**src/assert_macros.svh**
```systemverilog
// Assertion macros shared by the frame builder modules.
`ifndef ASSERT_MACROS_SVH
`define ASSERT_MACROS_SVH

// Expression must hold at every clock edge outside reset.
`define CFB_ASSERT(lbl, expr, msg) \
  lbl: assert property (@(posedge clk) disable iff (!rst_n) (expr)) else $error(msg);

// Antecedent implies consequent in the same cycle.
`define CFB_ASSERT_IMP(lbl, ante, cons, msg) \
  lbl: assert property (@(posedge clk) disable iff (!rst_n) (ante) |-> (cons)) else $error(msg);

// Antecedent implies consequent in the next cycle.
`define CFB_ASSERT_NXT(lbl, ante, cons, msg) \
  lbl: assert property (@(posedge clk) disable iff (!rst_n) (ante) |=> (cons)) else $error(msg);

`endif

```
**src/crc16cfb_pkg.sv**
```systemverilog
// Types, constants and CRC helper for the CRC-16 command frame builder.
package crc16cfb_pkg;

  localparam int FRAME_WORDS = 7;
  localparam int FRAME_BYTES = 14;
  localparam int CRC_WORDS   = 6;
  localparam int CRC_BITS    = CRC_WORDS * 16;
  localparam int CRC_STEPS   = CRC_BITS / 8;
  localparam int STEP_W      = $clog2(CRC_STEPS + 1);
  localparam int POS_W       = $clog2(FRAME_BYTES);

  localparam logic [15:0] CRC_POLY      = 16'h1021;
  localparam logic [15:0] OPCODE_RESET  = 16'h1103;
  localparam logic [15:0] TRAILER_RESET = 16'h4f4f;

  localparam logic [0:0] REG_OPCODE  = 1'b0;
  localparam logic [0:0] REG_TRAILER = 1'b1;

  localparam logic [POS_W-1:0] LAST_POS = POS_W'(FRAME_BYTES - 1);

  typedef logic [FRAME_WORDS-1:0][15:0] frame_t;

  // Shift eight message bits into the CRC, most significant bit first.
  function automatic logic [15:0] crc_byte(input logic [15:0] crc_in,
                                           input logic [7:0]  data);
    logic [15:0] crc;
    logic        carry;
    crc = crc_in;
    for (int b = 7; b >= 0; b--) begin
      carry = crc[15];
      crc   = {crc[14:0], data[b]};
      if (carry) begin
        crc = crc ^ CRC_POLY;
      end
    end
    return crc;
  endfunction

endpackage

```
**src/crc16_command_frame_builder.sv**
```systemverilog
// CRC-16 command frame builder: top level joining front end, queue and sender.
//
// Usage:
//   Input channel (in_valid / in_stall) takes one write command: node id,
//   object index and 32-bit value. Output channel (out_valid / out_stall)
//   returns 14 frame bytes in send order; out_last_byte marks the 14th.
//   cfg_we writes opcode_word (index 0) or trailer_word (index 1); the user
//   must do so only while idle, as the block itself does not enforce it.
// Timing:
//   The front end runs the CRC over 96 message bits at one byte per cycle
//   and takes a new command only once its frame is pushed to the queue. The
//   first byte then passes bytes_r and the output register; the sender puts
//   out one byte per cycle while out_stall is low and bounds the command rate.
//   A two-frame queue sits between CRC and sender; the front end keeps
//   taking commands while earlier frames are still being sent.
// Reset (rst_n low, synchronous) empties the pipe and restores the register
// defaults 0x1103 and 0x4f4f. When the receiver stalls, the current byte
// holds, the queue fills and then in_stall stays high with a frame waiting.
module crc16_command_frame_builder import crc16cfb_pkg::*; (
  input  logic        clk,
  input  logic        rst_n,
  input  logic        cfg_we,
  input  logic [0:0]  cfg_index,
  input  logic [15:0] cfg_wdata,
  input  logic        in_valid,
  output logic        in_stall,
  input  logic [15:0] in_node_id,
  input  logic [15:0] in_object_index,
  input  logic [31:0] in_data_value,
  output logic        out_valid,
  input  logic        out_stall,
  output logic [7:0]  out_frame_byte,
  output logic        out_last_byte
);

  logic   q_push;
  logic   q_pop;
  logic   q_full;
  logic   q_empty;
  frame_t q_wdata;
  frame_t q_rdata;

  crc16cfb_front u_front (
    .clk             (clk),
    .rst_n           (rst_n),
    .cfg_we          (cfg_we),
    .cfg_index       (cfg_index),
    .cfg_wdata       (cfg_wdata),
    .in_valid        (in_valid),
    .in_stall        (in_stall),
    .in_node_id      (in_node_id),
    .in_object_index (in_object_index),
    .in_data_value   (in_data_value),
    .q_push          (q_push),
    .q_wdata         (q_wdata),
    .q_full          (q_full)
  );

  crc16cfb_queue u_queue (
    .clk   (clk),
    .rst_n (rst_n),
    .push  (q_push),
    .wdata (q_wdata),
    .full  (q_full),
    .pop   (q_pop),
    .rdata (q_rdata),
    .empty (q_empty)
  );

  crc16cfb_back u_back (
    .clk            (clk),
    .rst_n          (rst_n),
    .q_rdata        (q_rdata),
    .q_empty        (q_empty),
    .q_pop          (q_pop),
    .out_valid      (out_valid),
    .out_stall      (out_stall),
    .out_frame_byte (out_frame_byte),
    .out_last_byte  (out_last_byte)
  );

endmodule

```
**src/crc16cfb_front.sv**
```systemverilog
// Front end: config registers, command capture and byte-wide CRC over the frame.
`include "assert_macros.svh"
module crc16cfb_front import crc16cfb_pkg::*; (
  input  logic        clk,
  input  logic        rst_n,
  input  logic        cfg_we,
  input  logic [0:0]  cfg_index,
  input  logic [15:0] cfg_wdata,
  input  logic        in_valid,
  output logic        in_stall,
  input  logic [15:0] in_node_id,
  input  logic [15:0] in_object_index,
  input  logic [31:0] in_data_value,
  output logic        q_push,
  output frame_t      q_wdata,
  input  logic        q_full
);

  logic [15:0]          opcode_r, opcode_nxt;
  logic [15:0]          trailer_r, trailer_nxt;
  logic                 busy_r, busy_nxt;
  logic [STEP_W-1:0]    step_r, step_nxt;
  logic [CRC_BITS-1:0]  msg_r, msg_nxt;
  logic [15:0]          crc_r, crc_nxt;
  frame_t               words_r, words_nxt;
  logic                 done;
  logic                 accept;

  assign done     = (step_r == STEP_W'(CRC_STEPS));
  assign q_push   = busy_r && done && !q_full;
  assign in_stall = busy_r && !q_push;
  assign accept   = in_valid && !in_stall;

  always_comb begin
    q_wdata    = words_r;
    q_wdata[5] = crc_r;
  end

  always_comb begin
    opcode_nxt  = opcode_r;
    trailer_nxt = trailer_r;
    if (cfg_we) begin
      unique case (cfg_index)
        REG_OPCODE:  opcode_nxt  = cfg_wdata;
        REG_TRAILER: trailer_nxt = cfg_wdata;
        default: ;
      endcase
    end
  end

  always_comb begin
    busy_nxt  = busy_r;
    step_nxt  = step_r;
    msg_nxt   = msg_r;
    crc_nxt   = crc_r;
    words_nxt = words_r;
    if (busy_r && !done) begin
      // one message byte per cycle
      crc_nxt  = crc_byte(crc_r, msg_r[CRC_BITS-1 -: 8]);
      msg_nxt  = {msg_r[CRC_BITS-9:0], 8'h00};
      step_nxt = step_r + STEP_W'(1);
    end
    if (q_push) begin
      busy_nxt = 1'b0;
    end
    if (accept) begin
      words_nxt    = '0;
      words_nxt[0] = opcode_r;
      words_nxt[1] = in_object_index;
      words_nxt[2] = {in_node_id[7:0], in_node_id[15:8]};
      words_nxt[3] = in_data_value[15:0];
      words_nxt[4] = in_data_value[31:16];
      words_nxt[6] = trailer_r;
      // CRC slot counts as zero during the CRC
      msg_nxt  = {opcode_r, in_object_index, in_node_id[7:0], in_node_id[15:8],
                  in_data_value[15:0], in_data_value[31:16], 16'h0000};
      crc_nxt  = '0;
      step_nxt = '0;
      busy_nxt = 1'b1;
    end
  end

  always_ff @(posedge clk) begin
    if (!rst_n) begin
      opcode_r  <= OPCODE_RESET;
      trailer_r <= TRAILER_RESET;
      busy_r    <= 1'b0;
      step_r    <= '0;
    end else begin
      opcode_r  <= opcode_nxt;
      trailer_r <= trailer_nxt;
      busy_r    <= busy_nxt;
      step_r    <= step_nxt;
    end
  end

  always_ff @(posedge clk) begin
    msg_r   <= msg_nxt;
    crc_r   <= crc_nxt;
    words_r <= words_nxt;
  end

  `CFB_ASSERT_NXT(a_front_holds, busy_r && !done, busy_r, "front dropped an item mid-CRC")

endmodule

```
**src/crc16cfb_queue.sv**
```systemverilog
// Two-entry frame queue between the CRC front end and the byte sender.
`include "assert_macros.svh"
module crc16cfb_queue import crc16cfb_pkg::*; (
  input  logic   clk,
  input  logic   rst_n,
  input  logic   push,
  input  frame_t wdata,
  output logic   full,
  input  logic   pop,
  output frame_t rdata,
  output logic   empty
);

  frame_t     mem_r [2];
  logic       wr_ptr_r, wr_ptr_nxt;
  logic       rd_ptr_r, rd_ptr_nxt;
  logic [1:0] count_r, count_nxt;

  assign full  = (count_r == 2'd2);
  assign empty = (count_r == 2'd0);
  assign rdata = mem_r[rd_ptr_r];

  always_comb begin
    wr_ptr_nxt = wr_ptr_r;
    rd_ptr_nxt = rd_ptr_r;
    count_nxt  = count_r;
    if (push) begin
      wr_ptr_nxt = ~wr_ptr_r;
    end
    if (pop) begin
      rd_ptr_nxt = ~rd_ptr_r;
    end
    case ({push, pop})
      2'b10:   count_nxt = count_r + 2'd1;
      2'b01:   count_nxt = count_r - 2'd1;
      default: count_nxt = count_r;
    endcase
  end

  always_ff @(posedge clk) begin
    if (!rst_n) begin
      wr_ptr_r <= 1'b0;
      rd_ptr_r <= 1'b0;
      count_r  <= '0;
    end else begin
      wr_ptr_r <= wr_ptr_nxt;
      rd_ptr_r <= rd_ptr_nxt;
      count_r  <= count_nxt;
    end
  end

  always_ff @(posedge clk) begin
    if (push) begin
      mem_r[wr_ptr_r] <= wdata;
    end
  end

  `CFB_ASSERT(a_no_overflow, !(push && full), "push into full frame queue")
  `CFB_ASSERT(a_no_underflow, !(pop && empty), "pop from empty frame queue")

endmodule

```
**src/crc16cfb_back.sv**
```systemverilog
// Back end: unpacks a frame into bytes and sends them through an output register.
`include "assert_macros.svh"
module crc16cfb_back import crc16cfb_pkg::*; (
  input  logic       clk,
  input  logic       rst_n,
  input  frame_t     q_rdata,
  input  logic       q_empty,
  output logic       q_pop,
  output logic       out_valid,
  input  logic       out_stall,
  output logic [7:0] out_frame_byte,
  output logic       out_last_byte
);

  logic [7:0]       bytes_r [FRAME_BYTES];
  logic [7:0]       bytes_nxt [FRAME_BYTES];
  logic [POS_W-1:0] pos_r, pos_nxt;
  logic             busy_r, busy_nxt;
  logic             out_valid_r, out_valid_nxt;
  logic [7:0]       out_byte_r, out_byte_nxt;
  logic             out_last_r, out_last_nxt;
  logic             out_free;

  assign out_free       = !out_valid_r || !out_stall;
  assign q_pop          = !q_empty && (!busy_r || (out_free && pos_r == LAST_POS));
  assign out_valid      = out_valid_r;
  assign out_frame_byte = out_byte_r;
  assign out_last_byte  = out_last_r;

  // word 0 goes high byte first, the rest low byte first
  always_comb begin
    bytes_nxt = bytes_r;
    if (q_pop) begin
      bytes_nxt[0] = q_rdata[0][15:8];
      bytes_nxt[1] = q_rdata[0][7:0];
      for (int j = 1; j < FRAME_WORDS; j++) begin
        bytes_nxt[2*j]   = q_rdata[j][7:0];
        bytes_nxt[2*j+1] = q_rdata[j][15:8];
      end
    end
  end

  always_comb begin
    pos_nxt       = pos_r;
    busy_nxt      = busy_r;
    out_valid_nxt = out_valid_r;
    out_byte_nxt  = out_byte_r;
    out_last_nxt  = out_last_r;
    if (out_free) begin
      out_valid_nxt = busy_r;
      if (busy_r) begin
        out_byte_nxt = bytes_r[pos_r];
        out_last_nxt = (pos_r == LAST_POS);
        pos_nxt      = pos_r + POS_W'(1);
        if (pos_r == LAST_POS) begin
          busy_nxt = 1'b0;
        end
      end
    end
    if (q_pop) begin
      pos_nxt  = '0;
      busy_nxt = 1'b1;
    end
  end

  always_ff @(posedge clk) begin
    if (!rst_n) begin
      pos_r       <= '0;
      busy_r      <= 1'b0;
      out_valid_r <= 1'b0;
    end else begin
      pos_r       <= pos_nxt;
      busy_r      <= busy_nxt;
      out_valid_r <= out_valid_nxt;
    end
  end

  always_ff @(posedge clk) begin
    bytes_r    <= bytes_nxt;
    out_byte_r <= out_byte_nxt;
    out_last_r <= out_last_nxt;
  end

  `CFB_ASSERT_IMP(a_last_ends_frame, out_valid_r && out_last_r,
                  !busy_r || pos_r == '0, "last byte sent with frame still open")

endmodule

```
**config.mk**
```make
export PLATFORM = sky130hd
export DESIGN_NAME = crc16_command_frame_builder
export DESIGN_NICKNAME = d
export VERILOG_FILES = /design/src/crc16cfb_pkg.sv /design/src/crc16_command_frame_builder.sv /design/src/crc16cfb_front.sv /design/src/crc16cfb_queue.sv /design/src/crc16cfb_back.sv
export VERILOG_INCLUDE_DIRS = /design/src /design/src/src
export SDC_FILE = /design/constraint.sdc
export NUM_CORES = 1
export LEC_CHECK = 0
export BUFFER_PORTS_ARGS = -buffer_cell sky130_fd_sc_hd__buf_2
export CORE_MARGIN = 4
export CORE_UTILIZATION = 60
export DETAILED_ROUTE_END_ITERATION = 8
export PLACE_DENSITY = 0.88
export SLEW_MARGIN = 20
export SYNTH_ARGS = -nofsm -noshare
export SYNTH_HDL_FRONTEND = slang
export SYNTH_SLANG_ARGS = --single-unit
```
**constraint.sdc**
```tcl
create_clock -name clk -period 9.3 [get_ports clk]
set_input_delay 1.86 -clock clk [delete_from_list [all_inputs] [get_ports clk]]
set_output_delay 1.86 -clock clk [all_outputs]
set_load 0.03 [all_outputs]
```
# Word-level counts from Yosys, hierarchy flattened
# Memories as Yosys holds them, arrays and structs flattened. A register that Yosys moved wholly into a read port is not among the register bits.
# Index checks and enable logic that the tools add are counted.
dict set report word_totals {
  reg_bits 248
  ramBits 224
  inputBits 86
  output_inout_bits 11
  elab_cells 100
  mem_count 1
}
# name depth word_bits read_ports rd_clocked_by_memory_dff write_ports line_no
set memory_table {}
lappend memory_table {u_queue.mem_r 2 112 1 1 1 crc16cfb_queue.sv:14} ;# frame_t mem_r [2];
dict set report classes {
  add_sub_neg 4
  order_cmp 1
  eq_ne 5
  n_mux 29
  n_bitwise 13
  n_reduce_logical 27
}
# operator n
set ops {}
lappend ops {{96-bit two-way mux} 2}
lappend ops {{16-bit two-way mux} 7}
lappend ops {{13-bit two-way mux} 8}
lappend ops {{8-bit binary-select mux with 4-bit select} 1}
lappend ops {{3-bit inverter} 8}
lappend ops {{8-bit two-way mux} 2}
lappend ops {{4-bit by 1-bit adder with 4-bit output (second input constant)} 2}
lappend ops {{4-bit equality test (second input constant)} 2}
lappend ops {{1-bit zero test} 8}
lappend ops {{1-bit two-way mux} 8}
lappend ops {{2-bit nonzero test} 4}
lappend ops {{1-bit logical AND} 7}
lappend ops {{2-bit AND reduction} 3}
lappend ops {{5-bit greater-or-equal comparator (second input constant)} 1}
lappend ops {{4-bit inverter with 5-bit output} 1}
lappend ops {{2-bit equality test (second input constant)} 2}
lappend ops {{1-bit inverter} 4}
lappend ops {{2-bit case mux with 2 select lines} 1}
lappend ops {{2-bit OR reduction} 2}
lappend ops {{2-bit by 1-bit adder with 2-bit output (second input constant)} 1}
lappend ops {{2-bit by 1-bit equality test with 1-bit output (second input constant)} 1}
lappend ops {{2-bit zero test} 1}
lappend ops {{1-bit logical OR} 2}
lappend ops {{2-bit by 1-bit subtractor with 2-bit output (second input constant)} 1}

# Depth between registers and ports, before layout
# Gate-level depths: netlist (run 1).
dict set report depth {
  depth_word 24
  mapped_depth 10
  ltp_nobuf 9
}

# Hierarchy
# A second synthesis (run 1) with hierarchy kept.
dict set report unflattened {
  cells_unflattened 1142
  hier_area_um2 21669.5
}
# module n_inst cells_each area_per_inst_um2 seq_area_each_um2
set modules_own_cells {}
lappend modules_own_cells {crc16cfb_front 1 533 8520.7 6346.1}
lappend modules_own_cells {crc16cfb_queue 1 370 8284.2 6826.5}
lappend modules_own_cells {crc16cfb_back 1 239 4864.7 3753.6}

# Least setup slack after synthesis (run 1)
# OpenSTA, ideal clock, no wires.
dict set report synth_path {
  kind {input to register}
  from {input port out_stall}
  to {register u_queue.count_r[1]}
  setup_ns 0.071
  t_arrival_ns 8.131
  t_required_ns 9.229
  slack_ns 1.099
  path_stages 6
  path_buffers 0
  path_cell_list {nand2_1 -> a21boi_0 -> nor2_1 -> ha_1 -> or3_1 -> a21oi_1}
}
dict set report synth_via {
  elab_chain_cells 7
  elab_cells_between_ends 9
  cone_classes {eq/ne: 2; mux: 1; reduce/logical: 6}
}
# element line_no
set synth_rtl {}
lappend synth_rtl {{start: declaration} crc16_command_frame_builder.sv:31} ;# input logic out_stall,
lappend synth_rtl {{1-bit zero test (*)} crc16cfb_back.sv:24} ;# assign out_free = !out_valid_r || !out_stall;
lappend synth_rtl {{1-bit logical OR (*)} crc16cfb_back.sv:24}
lappend synth_rtl {{1-bit logical AND (*)} crc16cfb_back.sv:25} ;# assign q_pop = !q_empty && (!busy_r || (out_free && pos_r == LAST_POS));
lappend synth_rtl {{1-bit logical OR (*)} crc16cfb_back.sv:25}
lappend synth_rtl {{1-bit logical AND (*)} crc16cfb_back.sv:25}
lappend synth_rtl {{named net q_pop} crc16_command_frame_builder.sv:37} ;# logic q_pop;
lappend synth_rtl {{2-bit by 1-bit equality test with 1-bit output / 2-bit equality test (equally long branches)} crc16cfb_queue.sv:33} ;# case ({push, pop})
lappend synth_rtl {{2-bit case mux with 2 select lines / 2-bit nonzero test (equally long branches)} n/a}
lappend synth_rtl {{end signal: assignment} crc16cfb_queue.sv:48} ;# count_r <= count_nxt;
lappend synth_rtl {{end: declaration} crc16cfb_queue.sv:17} ;# logic [1:0] count_r, count_nxt;
# Mark *: on every way through the listed nets, which the timed path passes. The rest lies on a longest branch.
# A chain may end at the register's enable or synchronous reset.

# Final worst setup path (run 1)
dict set report layout_path {
  from {input port in_valid}
  to {register u_front.words_r (netlist bit u_front.q_wdata[23]) (enable)}
}
dict set report layout_via {
  elab_chain_cells 1
}
# element line_no
set layout_rtl {}
lappend layout_rtl {{start: declaration} crc16_command_frame_builder.sv:25} ;# input logic in_valid,
lappend layout_rtl {{1-bit logical AND} crc16cfb_front.sv:32} ;# assign accept = in_valid && !in_stall;
lappend layout_rtl {{end signal: assignment} crc16cfb_front.sv:100} ;# words_r <= words_nxt;
lappend layout_rtl {{end: declaration} crc16cfb_front.sv:25} ;# frame_t words_r, words_nxt;
# Every way passes these cells.

==> metrics.txt, run 1 <==
Pwr Total=5.651 mW; most frequent cells in the layout=edfxtp_1 (521), mux2_2 (115), buf_2 (96), nand2_1 (79), mux2_4 (69); Post-CTS Setup Bufs=0; Hold-fix buffers, CTS=0; critical path type=primary input to flop; GRT Total Usage=22.32%; Layout area overhead=12.05%; Syn Nets=1229; gpl congestion=0.8311; post-synthesis register bit count=584; initial core utilization=61.03%; Die Y=198.4 µm; first-pass GRT wire length=65750 µm; Multi-input gate area=4512 µm²; Primary FF master, synth=edfxtp_1; grt ovf=0; final slew viol count=0; CP endpoint kind=flop; Initial DRT Pass Iterations=5; Synth Area per Inst=19.12 µm²; RSZ-0062 raised after global routing=no; Worst slew margin=32.36%; WP data required=9500 ps; vias in the first global route=10850; number of synthesized flops with an enable pin=521; Mapped Area=21760 µm²; WL final=43950 µm; initial antenna violation count=1; Crit Path Max Fanout=66; Power Dens Cells=231.8 nW/µm²; CTS H-tree depth=2; port buffer count=96; post-CTS sizing=0; Final setup viols=0; Sinks on Clock Net=584; # rows=69; CTS root buf=clkbuf_16; largest cells by area after synthesis=edfxtp_1 (72%), mux2_2 (6.0%), dfxtp_1 (5.8%), mux2_4 (4.8%), mux4_2 (1.9%); status=finished clean; f_max=260.0 MHz; hold crit path type=flop to flop; worst r2r path cells=7; YS warnings=0; chip width=198.4 µm; WHS Path Cells=0; starting DRC count in detailed routing=933; CTS Buffer Depth=3; Final min period=3846 ps; Final nets=1343; FF+latch area=16910 µm²; crit path DAT=4040 ps; Distinct cells, synth=37; Worst-Margin Slew=1012 ps; register area share after synthesis=77.70%; Core Region=35660 µm²; count of final hold-check violations=0; Synth Instances=1138; clk_skew=13.85 ps; I/O pin count=97; Setup TNS Final=0 ps; Tcrit/Tclk final=41.36%; most common cell after layout, fill and taps aside=edfxtp_1; Worst Setup Start Kind=primary input; Routed Antenna Nets=0; wire per inst=25.03 µm; CTS tree=built; largest net degree at the start of global routing=81; ratio of cells with drive above 1 in the final layout=30.97%; HPWL Detailed=25820 µm; clk slew on worst S/H paths=70 ps; Ant. Diodes=0; Peak VDD IR=0.0001365 V; via/cell ratio=5.969; leak pwr=8.334 nW; Clk Latency, worst-skew pair=580 ps; Num CTS Buffers=53; Maximum Capacitance Violations=0; die area=39380 µm²; Post-synth ARST share=0%; DRC=0; Fill cells=2046; post-synth top area share=71.90%; largest area contributor in the netlist=edfxtp_1; vias=10480
==> Yosys cell counts, types with 2 or more instances <==
cell      count
a211oi_1      8
a21oi_1      34
and2_1       10
and3_1        2
buf_1         3
buf_12        8
buf_2        11
buf_4         2
buf_6         2
clkbuf_1     25
dfxtp_1      63
edfxtp_1    521
ha_1          5
inv_1         6
mux2_2      115
mux2_4       69
mux2i_1      22
mux4_2       18
nand2_1      80
nand2b_1      2
nand3_1      21
nor2_1       27
nor2b_1       4
nor3_1        5
o21ai_0      19
o22ai_1       6
o32ai_1       6
or3_1         2
xnor2_1      23
xor2_1       12
==> worst paths after layout <==
check,to,startpoint,slack (ps)
worst max-delay path,u_front.q_wdata[23],in_valid,5450
worst min-delay path,u_front.q_wdata[101],u_front.trailer_r[5],430
worst max register to register,u_front.q_wdata[23],u_front.step_r[0],5600
worst min register to register,u_front.q_wdata[101],u_front.trailer_r[5],430
==> flip-flops by register name, summed over array words and instances, names as in the netlist, 2 cells and up <==
signal / flops
u_queue.mem_r: 224
u_front.crc_r: 16
u_front.trailer_r: 16
u_front.opcode_r: 16
u_front.q_wdata: 96
u_back.bytes_r: 112
u_front.msg_r: 80
u_queue.count_r: 2
u_back.out_frame_byte: 8
u_back.pos_r: 4
u_front.step_r: 4
==> where the power goes <==
| group | internal, mW | switching, mW |
|---|---|---|
| combinational | 0.178 | 0.184 |
| clock | 1.26 | 0.923 |
| sequential | 3.00 | 0.105 |
| total | 4.44 | 1.21 |
==> layer usage <==
metal	up-vias	routed length (µm)	track usage, %
li1	4589	-	-
met1	5291	16680	28.78
met2	498	22490	38.37
met3	102	3164	4.370
met4	2	1615	8.029
met5	-	10	0
==> worst max-delay path, cell delays in order <==
cell and delay [ps]:
buf_2 120, nand2b_4 410, inv_4 770, buf_4 830
==> logic make-up (layout without fill, tap and decap cells) <==
kind of cell | Yosys count | after routing | synth area share, %
fa+ha+maj | 5 | 5 | 0.2875
simple gates | 156 | 156 | 3.151
compound gates | 76 | 76 | 2.013
xor+xnor | 36 | 36 | 1.518
mux | 224 | 224 | 13.59
buf+inv | 57 | 214 | 1.748
flops | 584 | 584 | 77.70
==> layout make-up <==
cell class              instances  area share, %
flip-flops and latches        584          69.36
multi-input cells             497          18.51
repair buffers                110          2.402
clock buffers                  72          6.240
clock inverters                26          1.021
well taps                     461          2.366
inverters                       6         0.1026
==> metrics by stage <==
stage / instance area (µm²) / utilization, % / std cells / setup WS (ps) / hold slack, ps
2_1_floorplan: 21760 / - / 1138 / 1099 / 408.1
5_1_grt: 24380 / 68.38 / 1756 / 5335 / 436.3
6_report: 24380 / 68.38 / 1756 / 5454 / 431.6
3_5_place_dp: 22600 / 63.39 / 1658 / 4858 / 413.2
3_3_place_gp: 22600 / 63.39 / 1658 / 4992 / 419.2
4_1_cts: 24370 / 68.35 / 1756 / 5466 / 428.9
No activity file was read; power rests on OpenSTA's default activity.
==> inputs of run 2 (changes only) <==
--- a/config.mk
+++ b/config.mk
@@ -8,9 +8,9 @@
 export LEC_CHECK = 0
 export BUFFER_PORTS_ARGS = -buffer_cell sky130_fd_sc_hd__buf_2
 export CORE_MARGIN = 4
-export CORE_UTILIZATION = 60
+export CORE_UTILIZATION = 55
 export DETAILED_ROUTE_END_ITERATION = 8
-export PLACE_DENSITY = 0.88
+export PLACE_DENSITY = 0.85
 export SLEW_MARGIN = 20
 export SYNTH_ARGS = -nofsm -noshare
 export SYNTH_HDL_FRONTEND = slang
==> constraint.sdc (replaced) <==
create_clock -name clk -period 3.5 [get_ports clk]
set_input_delay 0.7 -clock clk [delete_from_list [all_inputs] [get_ports clk]]
set_output_delay 0.7 -clock clk [all_outputs]
set_load 0.03 [all_outputs]
==> run 2 against run 1 <==
  * Register-to-register slack lost 4800 ps
  * Non-clock buffer count grew 5
  * Count of clock-buffer cells in the layout grew 1
  * Sequential cell count is the same
  * Combinational power grew to 2.7 times the previous value
  * Sequential power grew to 2.7 times the previous value
  * Routed wire length grew 1.5%
  * Clock skew grew 12 ps
  * Die area grew 8.7%
  * Largest cell class unchanged
  * Largest power group unchanged
==> metrics.txt, run 2 (same netlist as run 1, synthesis figures left out) <==
Pwr Total=15.16 mW (+170%); Ant. Diodes=0 (unchanged); Sinks on Clock Net=584 (unchanged); CP endpoint kind=flop; critical path type=flop to flop; Crit Path Max Fanout=57 (-14%); post-CTS sizing=0 (unchanged); Num CTS Buffers=54 (+1.9%); WHS Path Cells=1 (+1); crit path DAT=3070 ps (-970 ps); clk slew on worst S/H paths=60 ps (about the same); vias=10470 (-0.076%); # placed instances=1720 (+3.7%); DRC=0 (unchanged); most common cell after layout, fill and taps aside=edfxtp_1; final slew viol count=0 (unchanged); Post-Route Utilization=63.28% (-5.1 points); I/O pin count=97 (unchanged); Final Non-Filler Cells=1822 (+3.8%); CTS tree=built; CTS root buf=clkbuf_16; grt ovf=0 (unchanged); Maximum Capacitance Violations=0 (unchanged); Die Y=206.9 µm (+4.3%); count of final hold-check violations=0 (unchanged); RSZ-0062 raised after global routing=no; Power Dens Cells=615.5 nW/µm² (+170%); Setup TNS Final=0 ps (unchanged); crit-path cells=inv_1 > ha_1 > nand3_1 > o21a_1 > nand2b_4 > buf_12 > mux2_2; CP peak stage delay=410 ps (-420 ps); vias in the first global route=10770 (-0.78%); Hold-fix buffers, CTS=0 (unchanged); hold crit path type=primary input to flop; GRT Total Usage=21.00% (-1.3 points); worst r2r path cells=7 (unchanged); clk_skew=26.11 ps (+12.27 ps); f_max=367.9 MHz; Biggest register=u_queue.mem_r; via/cell ratio=5.749 (-3.7%); HPWL Detailed=26650 µm (+3.2%); ratio of cells with drive above 1 in the final layout=31.21% (+0.25 points); Tcrit/Tclk final=77.66%; Worst Setup Start Kind=flop; port buffer count=96 (unchanged); Worst slew margin=38.14% (+5.8 points); gpl congestion=0.7862 (-5.4%); initial core utilization=55.91% (-5.1 points); CTS Buffer Depth=3 (unchanged); Critical Path Slowest Stage Cell=mux2_2; largest net degree at the start of global routing=113 (+40%); initial antenna violation count=0 (-1); die area=42810 µm² (+8.7%); Initial DRT Pass Iterations=5 (unchanged); wire per inst=24.47 µm (-2.2%); first-pass GRT wire length=66180 µm (+0.65%); WP data required=3850 ps (-5650 ps); Clk Latency, worst-skew pair=610 ps (+30 ps); Layout area overhead=13.17%; Final nets=1349 (+0.45%); Largest register FFs=224 (unchanged); hold slack=271.0 ps (-160.6 ps); status=finished clean; Peak VDD IR=0.0004564 V (+230%); CTS H-tree depth=2 (unchanged); Worst-Margin Slew=926.9 ps (-85.50 ps); Routed Antenna Nets=0 (unchanged); chip width=206.9 µm (+4.3%); Final min period=2718 ps; # rows=72 (+4.3%); Core Region=38920 µm² (+9.1%); starting DRC count in detailed routing=1064 (+14%); Post-CTS Setup Bufs=0 (unchanged); WL final=44590 µm (+1.5%); leak pwr=8.390 nW (+0.68%); Final setup viols=0 (unchanged); most frequent cells in the layout=edfxtp_1 (521), mux2_2 (115), buf_2 (96), nand2_1 (79), mux2_4 (69)
## run 2: cell count changes in the layout (fill, tap and decap cells not counted), sizes merged
| cell | change |
|---|---|
| bufinv | +2 |
| clkbuf | +1 |
| clkinv | -1 |
| clkinvlp | +3 |
| inv | -1 |
| buf | +5 |
## run 2: final timing paths
| kind | start | slack, ps | endpoint |
|---|---|---|---|
| worst min-delay path | in_data_value[16] | 270 | u_front.q_wdata[64] |
| worst max register to register | u_front.step_r[0] | 780 | u_front.msg_r[95] |
| worst min register to register | u_front.trailer_r[14] | 430 | u_front.q_wdata[110] |
| worst max-delay path | u_front.step_r[0] | 780 | u_front.msg_r[95] |
## run 2: worst max-delay path: cells and delay by family, from the launching register on
family,cells,cell delay [ps]
simple gates,2,680
compound gates,1,210
flops,1,380
mux,1,410
fa+ha+maj,1,190
buf+inv,2,460
## run 2: per-layer routing
metal | part of all wire, % | wire length, µm | vias to the layer above | global-route usage [%]
met3 | 6.5 | 2895 | 92 | 4.171
met5 | 0 | 0 | - | 0
li1 | - | - | 4605 | -
met1 | 38 | 17070 | 5357 | 27.00
met4 | 3.2 | 1421 | 0 | 6.893
met2 | 52 | 23210 | 420 | 36.33
## run 2: cell type report
cell class,count,area (µm²)
Inverter,6,25.02
Clock inverter,29,317.8
Timing Repair Buffer,115,723.2
Multi-Input combinational cell,497,4506
Sequential cell,584,16910
Clock buffer,73,1495
Fill cell,2456,14290
Tap cell,518,648.1
## run 2: power breakdown
part	internal, mW	switching [mW]
clock	3.45	2.50
sequential	7.97	0.277
combinational	0.486	0.475
## run 2: per-stage QoR
step | worst slack [ps] | cell area [µm²]
finish | 781.9 | 24630
CTS | 780.2 | 24620
detailed placement | 874.3 | 22810
global placement | 927.8 | 22810
global route | 642.1 | 24630
floorplan | -1200 | 21780
